**src/design/okvl_pkg.sv**
```systemverilog
package okvl_pkg;

    localparam int ENTRIES    = 16;
    localparam int DATA_BYTES = 8;

    localparam int IDX_W   = $clog2(ENTRIES);
    localparam int CNT_W   = $clog2(ENTRIES + 1);
    localparam int MODE_W  = 3;
    localparam int KEY_W   = 16;
    localparam int DATA_W  = 64;
    localparam int STAT_W  = 3;
    localparam int ENTRY_W = KEY_W + DATA_W;

    // 11-byte words on both sides
    localparam int IN_W  = ((MODE_W + KEY_W + DATA_W + 7) / 8) * 8;
    localparam int OUT_W = ((STAT_W + KEY_W + DATA_W + CNT_W + 7) / 8) * 8;

    localparam logic [DATA_W-1:0] DATA_MASK = {DATA_W{1'b1}} >> (DATA_W - 8 * DATA_BYTES);
    localparam logic [CNT_W-1:0]  COUNT_FULL = CNT_W'(ENTRIES);

    localparam logic [MODE_W-1:0] MODE_INSERT = 3'd0;
    localparam logic [MODE_W-1:0] MODE_REMOVE = 3'd1;
    localparam logic [MODE_W-1:0] MODE_FIND   = 3'd2;
    localparam logic [MODE_W-1:0] MODE_PREV   = 3'd3;
    localparam logic [MODE_W-1:0] MODE_NEXT   = 3'd4;

    localparam logic [STAT_W-1:0] ST_OK       = 3'd0;
    localparam logic [STAT_W-1:0] ST_FULL     = 3'd1;
    localparam logic [STAT_W-1:0] ST_DUP      = 3'd2;
    localparam logic [STAT_W-1:0] ST_EMPTY    = 3'd3;
    localparam logic [STAT_W-1:0] ST_NOTFOUND = 3'd4;
    localparam logic [STAT_W-1:0] ST_EDGE     = 3'd5;

    typedef struct packed {
        logic [MODE_W-1:0] mode;
        logic [KEY_W-1:0]  key;
        logic [DATA_W-1:0] data;
    } req_t;

    typedef struct packed {
        logic [STAT_W-1:0] status;
        logic [KEY_W-1:0]  key;
        logic [DATA_W-1:0] data;
        logic [CNT_W-1:0]  count;
    } res_t;

    typedef struct packed {
        logic               we;
        logic [IDX_W-1:0]   waddr;
        logic [ENTRY_W-1:0] wdata;
        logic [IDX_W-1:0]   raddr;
    } ram_req_t;

endpackage

```
**src/design/ordered_key_value_list_core.sv**
```systemverilog
// Sequence (accept to m_tvalid): full/empty/illegal-mode requests and an insert into an empty
//   list go straight to DONE; other requests scan the list from position 0 to the key or to
//   the end, prev/next then fetch the neighbour (FETCH, FETCH_RD) unless the key is at the edge,
//   and a remove shifts the later entries down one place (SHIFT) before DONE.
// Throughput: one word at a time; the next word is taken the cycle after the result moves to
//   the output register. Reset: rst_n (async, active low) empties the list and the output register; RAM is not cleared.
module ordered_key_value_list_core (
    input  logic                        clk,
    input  logic                        rst_n,
    // slave side: {pad, data_in[63:0], key[15:0], mode[2:0]}, mode at bit 0
    input  logic                        s_tvalid,
    output logic                        s_tready,
    input  logic [okvl_pkg::IN_W-1:0]   s_tdata,
    // master side: {entry_count[4:0], data_out[63:0], key_out[15:0], status[2:0]}, status at bit 0
    output logic                        m_tvalid,
    input  logic                        m_tready,
    output logic [okvl_pkg::OUT_W-1:0]  m_tdata
);

    import okvl_pkg::*;

    req_t               req;
    res_t               res;
    logic               res_valid;
    logic               res_ready;
    ram_req_t           ram_req;
    logic [ENTRY_W-1:0] ram_rdata;

    // output holding register; decouples the sequencer from the sink
    logic               out_vld_reg, out_vld_next;
    res_t               out_res_reg, out_res_next;

    assign req.mode = s_tdata[MODE_W-1:0];
    assign req.key  = s_tdata[MODE_W+KEY_W-1:MODE_W];
    assign req.data = s_tdata[MODE_W+KEY_W+DATA_W-1:MODE_W+KEY_W];

    // key search and shift-down both run through this one sequencer + comparator
    okvl_ctrl u_ctrl (
        .clk       (clk),
        .rst_n     (rst_n),
        .req_valid (s_tvalid),
        .req_ready (s_tready),
        .req       (req),
        .res_valid (res_valid),
        .res_ready (res_ready),
        .res       (res),
        .ram_req   (ram_req),
        .ram_rdata (ram_rdata)
    );

    // keys and data share one word per entry
    okvl_ram #(
        .WIDTH (ENTRY_W),
        .DEPTH (ENTRIES)
    ) u_ram (
        .clk   (clk),
        .we    (ram_req.we),
        .waddr (ram_req.waddr),
        .wdata (ram_req.wdata),
        .raddr (ram_req.raddr),
        .rdata (ram_rdata)
    );

    assign res_ready = !out_vld_reg || m_tready;

    always_comb
    begin
        out_vld_next = out_vld_reg;
        out_res_next = out_res_reg;
        if (res_valid && res_ready)
        begin
            out_vld_next = 1'b1;
            out_res_next = res;
        end
        else if (m_tready)
        begin
            out_vld_next = 1'b0;
        end
    end

    always_ff @(posedge clk or negedge rst_n)
    begin
        if (!rst_n)
        begin
            out_vld_reg <= 1'b0;
        end
        else
        begin
            out_vld_reg <= out_vld_next;
        end
    end

    always_ff @(posedge clk)
    begin
        out_res_reg <= out_res_next;
    end

    assign m_tvalid = out_vld_reg;
    assign m_tdata  = OUT_W'({out_res_reg.count, out_res_reg.data,
                              out_res_reg.key, out_res_reg.status});

endmodule

```
**src/design/okvl_ram.sv**
```systemverilog
module okvl_ram #(
    parameter int WIDTH = 8,
    parameter int DEPTH = 16
) (
    input  logic                     clk,
    input  logic                     we,
    input  logic [$clog2(DEPTH)-1:0] waddr,
    input  logic [WIDTH-1:0]         wdata,
    input  logic [$clog2(DEPTH)-1:0] raddr,
    output logic [WIDTH-1:0]         rdata
);

    logic [WIDTH-1:0] mem [DEPTH];

    always_ff @(posedge clk)
    begin
        if (we)
        begin
            mem[waddr] <= wdata;
        end
        rdata <= mem[raddr];
    end

endmodule

```
**src/design/okvl_ctrl.sv**
```systemverilog
module okvl_ctrl (
    input  logic                           clk,
    input  logic                           rst_n,
    input  logic                           req_valid,
    output logic                           req_ready,
    input  okvl_pkg::req_t                 req,
    output logic                           res_valid,
    input  logic                           res_ready,
    output okvl_pkg::res_t                 res,
    output okvl_pkg::ram_req_t             ram_req,
    input  logic [okvl_pkg::ENTRY_W-1:0]   ram_rdata
);

    import okvl_pkg::*;

    typedef enum logic [2:0] {IDLE, SCAN, FETCH, FETCH_RD, SHIFT, DONE} state_t;

    state_t            state_reg, state_next;
    logic [MODE_W-1:0] mode_reg, mode_next;
    logic [KEY_W-1:0]  key_reg, key_next;
    logic [DATA_W-1:0] data_reg, data_next;
    logic [CNT_W-1:0]  count_reg, count_next;
    logic [CNT_W-1:0]  idx_reg, idx_next;
    logic              chk_vld_reg, chk_vld_next;
    logic [CNT_W-1:0]  chk_idx_reg, chk_idx_next;
    logic [STAT_W-1:0] status_reg, status_next;
    logic [KEY_W-1:0]  rkey_reg, rkey_next;
    logic [DATA_W-1:0] rdata_reg, rdata_next;

    logic [KEY_W-1:0]  rd_key;
    logic [DATA_W-1:0] rd_data;
    logic              hit;
    logic [CNT_W-1:0]  dst_idx;

    assign rd_key  = ram_rdata[ENTRY_W-1:DATA_W];
    assign rd_data = ram_rdata[DATA_W-1:0];
    // the single compare unit: key under test against the word just read
    assign hit     = chk_vld_reg && (rd_key == key_reg);
    assign dst_idx = chk_idx_reg - 1'b1;

    assign req_ready  = (state_reg == IDLE);
    assign res_valid  = (state_reg == DONE);
    assign res.status = status_reg;
    assign res.key    = rkey_reg;
    assign res.data   = rdata_reg;
    assign res.count  = count_reg;

    always_comb
    begin
        state_next    = state_reg;
        mode_next     = mode_reg;
        key_next      = key_reg;
        data_next     = data_reg;
        count_next    = count_reg;
        idx_next      = idx_reg;
        chk_vld_next  = chk_vld_reg;
        chk_idx_next  = chk_idx_reg;
        status_next   = status_reg;
        rkey_next     = rkey_reg;
        rdata_next    = rdata_reg;
        ram_req.we    = 1'b0;
        ram_req.waddr = count_reg[IDX_W-1:0];
        ram_req.wdata = {key_reg, data_reg};
        ram_req.raddr = idx_reg[IDX_W-1:0];

        unique case (state_reg)
            IDLE:
            begin
                if (req_valid)
                begin
                    mode_next    = req.mode;
                    key_next     = req.key;
                    data_next    = req.data & DATA_MASK;
                    idx_next     = '0;
                    chk_vld_next = 1'b0;
                    rkey_next    = '0;
                    rdata_next   = '0;
                    status_next  = ST_OK;
                    unique case (req.mode)
                        MODE_INSERT:
                        begin
                            if (count_reg == COUNT_FULL)
                            begin
                                status_next = ST_FULL;
                                state_next  = DONE;
                            end
                            else if (count_reg == '0)
                            begin
                                ram_req.we    = 1'b1;
                                ram_req.waddr = '0;
                                ram_req.wdata = {req.key, req.data & DATA_MASK};
                                count_next    = count_reg + 1'b1;
                                state_next    = DONE;
                            end
                            else
                            begin
                                state_next = SCAN;
                            end
                        end
                        MODE_REMOVE:
                        begin
                            if (count_reg == '0)
                            begin
                                status_next = ST_EMPTY;
                                state_next  = DONE;
                            end
                            else
                            begin
                                state_next = SCAN;
                            end
                        end
                        MODE_FIND, MODE_PREV, MODE_NEXT:
                        begin
                            if (count_reg == '0)
                            begin
                                status_next = ST_NOTFOUND;
                                state_next  = DONE;
                            end
                            else
                            begin
                                state_next = SCAN;
                            end
                        end
                        default:
                        begin
                            status_next = ST_NOTFOUND;
                            state_next  = DONE;
                        end
                    endcase
                end
            end

            SCAN:
            begin
                if (hit)
                begin
                    unique case (mode_reg)
                        MODE_INSERT:
                        begin
                            status_next = ST_DUP;
                            state_next  = DONE;
                        end
                        MODE_REMOVE:
                        begin
                            idx_next     = chk_idx_reg + 1'b1;
                            chk_vld_next = 1'b0;
                            state_next   = SHIFT;
                        end
                        MODE_FIND:
                        begin
                            rkey_next  = rd_key;
                            rdata_next = rd_data;
                            state_next = DONE;
                        end
                        MODE_PREV:
                        begin
                            if (chk_idx_reg == '0)
                            begin
                                status_next = ST_EDGE;
                                rkey_next   = rd_key;
                                rdata_next  = rd_data;
                                state_next  = DONE;
                            end
                            else
                            begin
                                idx_next   = chk_idx_reg - 1'b1;
                                state_next = FETCH;
                            end
                        end
                        MODE_NEXT:
                        begin
                            if ((chk_idx_reg + 1'b1) == count_reg)
                            begin
                                status_next = ST_EDGE;
                                rkey_next   = rd_key;
                                rdata_next  = rd_data;
                                state_next  = DONE;
                            end
                            else
                            begin
                                idx_next   = chk_idx_reg + 1'b1;
                                state_next = FETCH;
                            end
                        end
                        default:
                        begin
                            status_next = ST_NOTFOUND;
                            state_next  = DONE;
                        end
                    endcase
                end
                else if (idx_reg == count_reg)
                begin
                    // last stored entry compared without a match
                    if (mode_reg == MODE_INSERT)
                    begin
                        ram_req.we = 1'b1;
                        count_next = count_reg + 1'b1;
                    end
                    else
                    begin
                        status_next = ST_NOTFOUND;
                    end
                    state_next = DONE;
                end
                else
                begin
                    chk_vld_next = 1'b1;
                    chk_idx_next = idx_reg;
                    idx_next     = idx_reg + 1'b1;
                end
            end

            FETCH:
            begin
                state_next = FETCH_RD;
            end

            FETCH_RD:
            begin
                rkey_next  = rd_key;
                rdata_next = rd_data;
                state_next = DONE;
            end

            SHIFT:
            begin
                // read at idx, write the word one place lower in the following cycle
                if (chk_vld_reg)
                begin
                    ram_req.we    = 1'b1;
                    ram_req.waddr = dst_idx[IDX_W-1:0];
                    ram_req.wdata = ram_rdata;
                end
                if (idx_reg < count_reg)
                begin
                    chk_vld_next = 1'b1;
                    chk_idx_next = idx_reg;
                    idx_next     = idx_reg + 1'b1;
                end
                else
                begin
                    chk_vld_next = 1'b0;
                    if (!chk_vld_reg)
                    begin
                        count_next = count_reg - 1'b1;
                        state_next = DONE;
                    end
                end
            end

            DONE:
            begin
                if (res_ready)
                begin
                    state_next = IDLE;
                end
            end

            default:
            begin
                state_next = IDLE;
            end
        endcase
    end

    always_ff @(posedge clk or negedge rst_n)
    begin
        if (!rst_n)
        begin
            state_reg   <= IDLE;
            count_reg   <= '0;
            chk_vld_reg <= 1'b0;
        end
        else
        begin
            state_reg   <= state_next;
            count_reg   <= count_next;
            chk_vld_reg <= chk_vld_next;
        end
    end

    always_ff @(posedge clk)
    begin
        mode_reg    <= mode_next;
        key_reg     <= key_next;
        data_reg    <= data_next;
        idx_reg     <= idx_next;
        chk_idx_reg <= chk_idx_next;
        status_reg  <= status_next;
        rkey_reg    <= rkey_next;
        rdata_reg   <= rdata_next;
    end

endmodule
```
**config.mk**
```make
export PLATFORM = sky130hd
export DESIGN_NAME = ordered_key_value_list_core
export DESIGN_NICKNAME = d
export VERILOG_FILES = /design/src/design/okvl_pkg.sv /design/src/design/ordered_key_value_list_core.sv /design/src/design/okvl_ram.sv /design/src/design/okvl_ctrl.sv
export SDC_FILE = /design/constraint.sdc
export NUM_CORES = 2
export LEC_CHECK = 0
export BUFFER_PORTS_ARGS = -buffer_cell sky130_fd_sc_hd__buf_2
export CAP_MARGIN = 20
export CORE_ASPECT_RATIO = 1.4
export CORE_MARGIN = 4
export CORE_UTILIZATION = 56
export CTS_CLUSTER_SIZE = 20
export DETAILED_ROUTE_END_ITERATION = 7
export PLACE_DENSITY = 0.76
export SLEW_MARGIN = 10
export SYNTH_ARGS = -nofsm -noshare
export SYNTH_HDL_FRONTEND = slang
export SYNTH_SLANG_ARGS = --single-unit
```
**constraint.sdc**
```tcl
create_clock -name clk -period 11.69 [get_ports clk]
set_clock_uncertainty 0.1 [all_clocks]
set_input_delay 1.7535 -clock clk [delete_from_list [all_inputs] [get_ports clk]]
set_output_delay 1.7535 -clock clk [all_outputs]
set_load 0.01 [all_outputs]
```
==> results.json <==
{
  "root_buffer": "clkbuf_16",
  "numCtsBuffers": 149,
  "synth_area_leaders": "edfxtp_1 75%, mux4_2 5.8%, mux2i_1 4.0%, dfxtp_1 2.6%, a22oi_1 2.0%",
  "syn2layout_area_growth_pct": 12.1,
  "holdPathStages": 0,
  "ir_drop_mv": 0.216,
  "end_kind": "flop",
  "hold_path.class": "reg -> reg",
  "cts.path.max_buffers": 3,
  "synthFlopType": "edfxtp_1",
  "synth_fp_nets": 3442,
  "grt_pass1_wl_um": 213000,
  "rsz0062_at_grt": "false",
  "worst-path-buf-inv": 3,
  "rrSetupSlack_ps": 6870,
  "largest_register_ffs": 1280,
  "vias": 32487,
  "dp_cells": 4855,
  "grt_pass1_vias": 33054,
  "hold_ws_ps": 312,
  "grt_use_total": 0.250,
  "ys_types": 64,
  "via_per_inst": 6.33,
  "place_congestion": 0.782,
  "worst_pin_slew_ps": 1130,
  "overflow": 0,
  "antenna_found_initial": 8,
  "seq_area_um2": 48200,
  "coreArea_um2": 110000,
  "power_density_nw_per_um2": 244,
  "clkTransAtPathRegs_ps": 60,
  "dieHeight_um": 402,
  "start_util": 0.564,
  "synth_top_area_frac": 0.747,
  "crit_path_start_kind": "flop",
  "drive_gt1_frac": 0.200,
  "timing.fmax_mhz": 207,
  "drtPass1Iterations": 6,
  "drt_iter0_markers": 3713,
  "routedWlPerCell_um": 28.2,
  "htree_levels": 4,
  "crit_chain": "inv_2, nor2_4, nand2_1, a21o_1, o31a_4, nor3_2, buf_4, buf_4",
  "cts_sinks": 1634,
  "ys_warn_count": 0,
  "critPathSlowestCell": "buf_4",
  "critPathKind": "reg -> reg",
  "drc": 0,
  "hpwlAfterDp_um": 71300,
  "row_count": 144,
  "reg2reg_depth": 8,
  "insertion_delay_ps": 780,
  "ys_seq_area_frac": 0.777,
  "die_x_um": 289,
  "grt_max_degree": 165,
  "cts_tree": "built",
  "ant_nets": 0,
  "critPathMaxStageDelay_ps": 940,
  "multi_input_area_um2": 13100,
  "maxCapViolCount": 0,
  "status": "completed",
  "async_reset_ff_frac": 0.00612,
  "regToRegStartpoint": "u_ctrl.state_reg[0]",
  "finalSetupViolCount": 0,
  "synth_top_cell_by_area": "edfxtp_1",
  "cts_setup_buffers": 0,
  "min_from": "u_ctrl.rkey_reg[5]",
  "power_leakage_nw": 23.3,
  "layout.nets": 3652,
  "cp_top_family": "buffers and inverters",
  "drv_slew": 0,
  "cp.arrival_ps": 5100,
  "hold_buffers": 0,
  "cts_resized": 0,
  "yosysMostFrequentCell": "edfxtp_1",
  "r2r_end": "u_ram.mem[1][49]",
  "synth.avg_cell_area_um2": 18.6,
  "critPathMostFrequentCell": "buf_4",
  "synth_edf_count": 1544,
  "final_cells": 5135,
  "yosys-top-cells-count": "1544 x edfxtp_1, 256 x nand2_1, 248 x mux2i_1",
  "crit_required_ps": 11970,
  "synth_seq_cells": 1634,
  "die_area_um2": 116000,
  "routed_wl_um": 145000,
  "ios": 182,
  "crit_fanout": 51,
  "post-route-min-period_ps": 4820,
  "hold_viol": 0,
  "period_share": 0.413,
  "n_fill_cell": 7298,
  "synth_cells": 3337,
  "netlist_area_um2": 62100,
  "maxSlewHeadroom": 0.248,
  "port_buffers": 176,
  "hold-path-endpoint": "m_tdata[8]"
}
-- worst reg2reg max path, delay by kind of cell (launching register included) --
family	cells	cell delay [ps]
flip-flops	1	710
AO/OA/AOI/OAI	2	730
AND/OR/NAND/NOR	3	1100
buffers and inverters	3	1710
-- cell families (layout without fill, tap and decap cells) --
kind of cell	Yosys count	after routing	synth area share
flops	1634	1634	0.777
compound gates	550	550	0.0578
mux	488	488	0.113
other cells	0	3	0
fa+ha+maj	13	13	0.00274
simple gates	417	417	0.0312
buf+inv	198	533	0.0137
xor+xnor	37	37	0.00522
-- power by group --
part	leakage (nW)	total (W)	internal [W]	switching (W)
registers	14.8	0.00780	0.00748	0.000324
clock network	2.41	0.00487	0.00275	0.00212
logic	6.06	0.00431	0.00158	0.00273
total	23.3	0.0170	0.0118	0.00517
-- layout make-up --
type                       instances  share of cell area
timing repair buffer             239              0.0203
antenna                            3            0.000108
sequential                      1634               0.693
clock inverter                    71              0.0113
clock buffer                     205              0.0595
tap                             1460              0.0262
multi-input combinational       1505               0.189
inverter                          18            0.000971
-- worst max-delay path by stage --
stage,from,endpoint,cells after the start
4_1_cts,u_ctrl.idx_reg[0],u_ram.rdata[33],9
3_5_place_dp,s_tdata[0],u_ram.mem[1][51],8
6_report,u_ctrl.state_reg[0],u_ram.mem[1][49],8
2_1_floorplan,s_tvalid,u_ram.mem[6][0],7
5_1_grt,u_ctrl.idx_reg[0],u_ram.rdata[33],9
3_3_place_gp,s_tdata[0],u_ram.mem[1][52],8
-- layout by cell type (no fill, tap or decap), types with 80 or more instances in the layout --
master	netlist	layout
a21oi_1	92	92
a221oi_1	81	81
a22oi_1	162	162
and2_1	82	81
buf_2	57	176
clkbuf_16	0	152
dfxtp_1	80	80
edfxtp_1	1544	1544
mux2_2	80	80
mux2i_1	248	248
mux4_2	160	160
nand2_1	256	255
o21ai_0	176	176
-- routing by layer --
metal  routed length (um)  track usage  vias to the layer above
met2                75100        0.426                     1630
met1                53800        0.330                    16765
met5                    0            0                        -
met4                 4630       0.0847                        0
li1                     -            -                    13813
met3                11100       0.0384                      279
-- per-stage QoR --
step	cell area, um2	utilization	power, W	worst slack, ps	TNS, ps
global placement	64600	0.587	0.0121	6160	0
floorplan	62100	-	0.0109	-1980	-2477210
CTS	69600	0.632	0.0171	6800	0
detailed placement	64600	0.587	0.0122	6090	0
finish	69600	0.632	0.0170	6870	0
global route	69600	0.632	0.0177	6570	0
(Power assumes the default switching activity.)
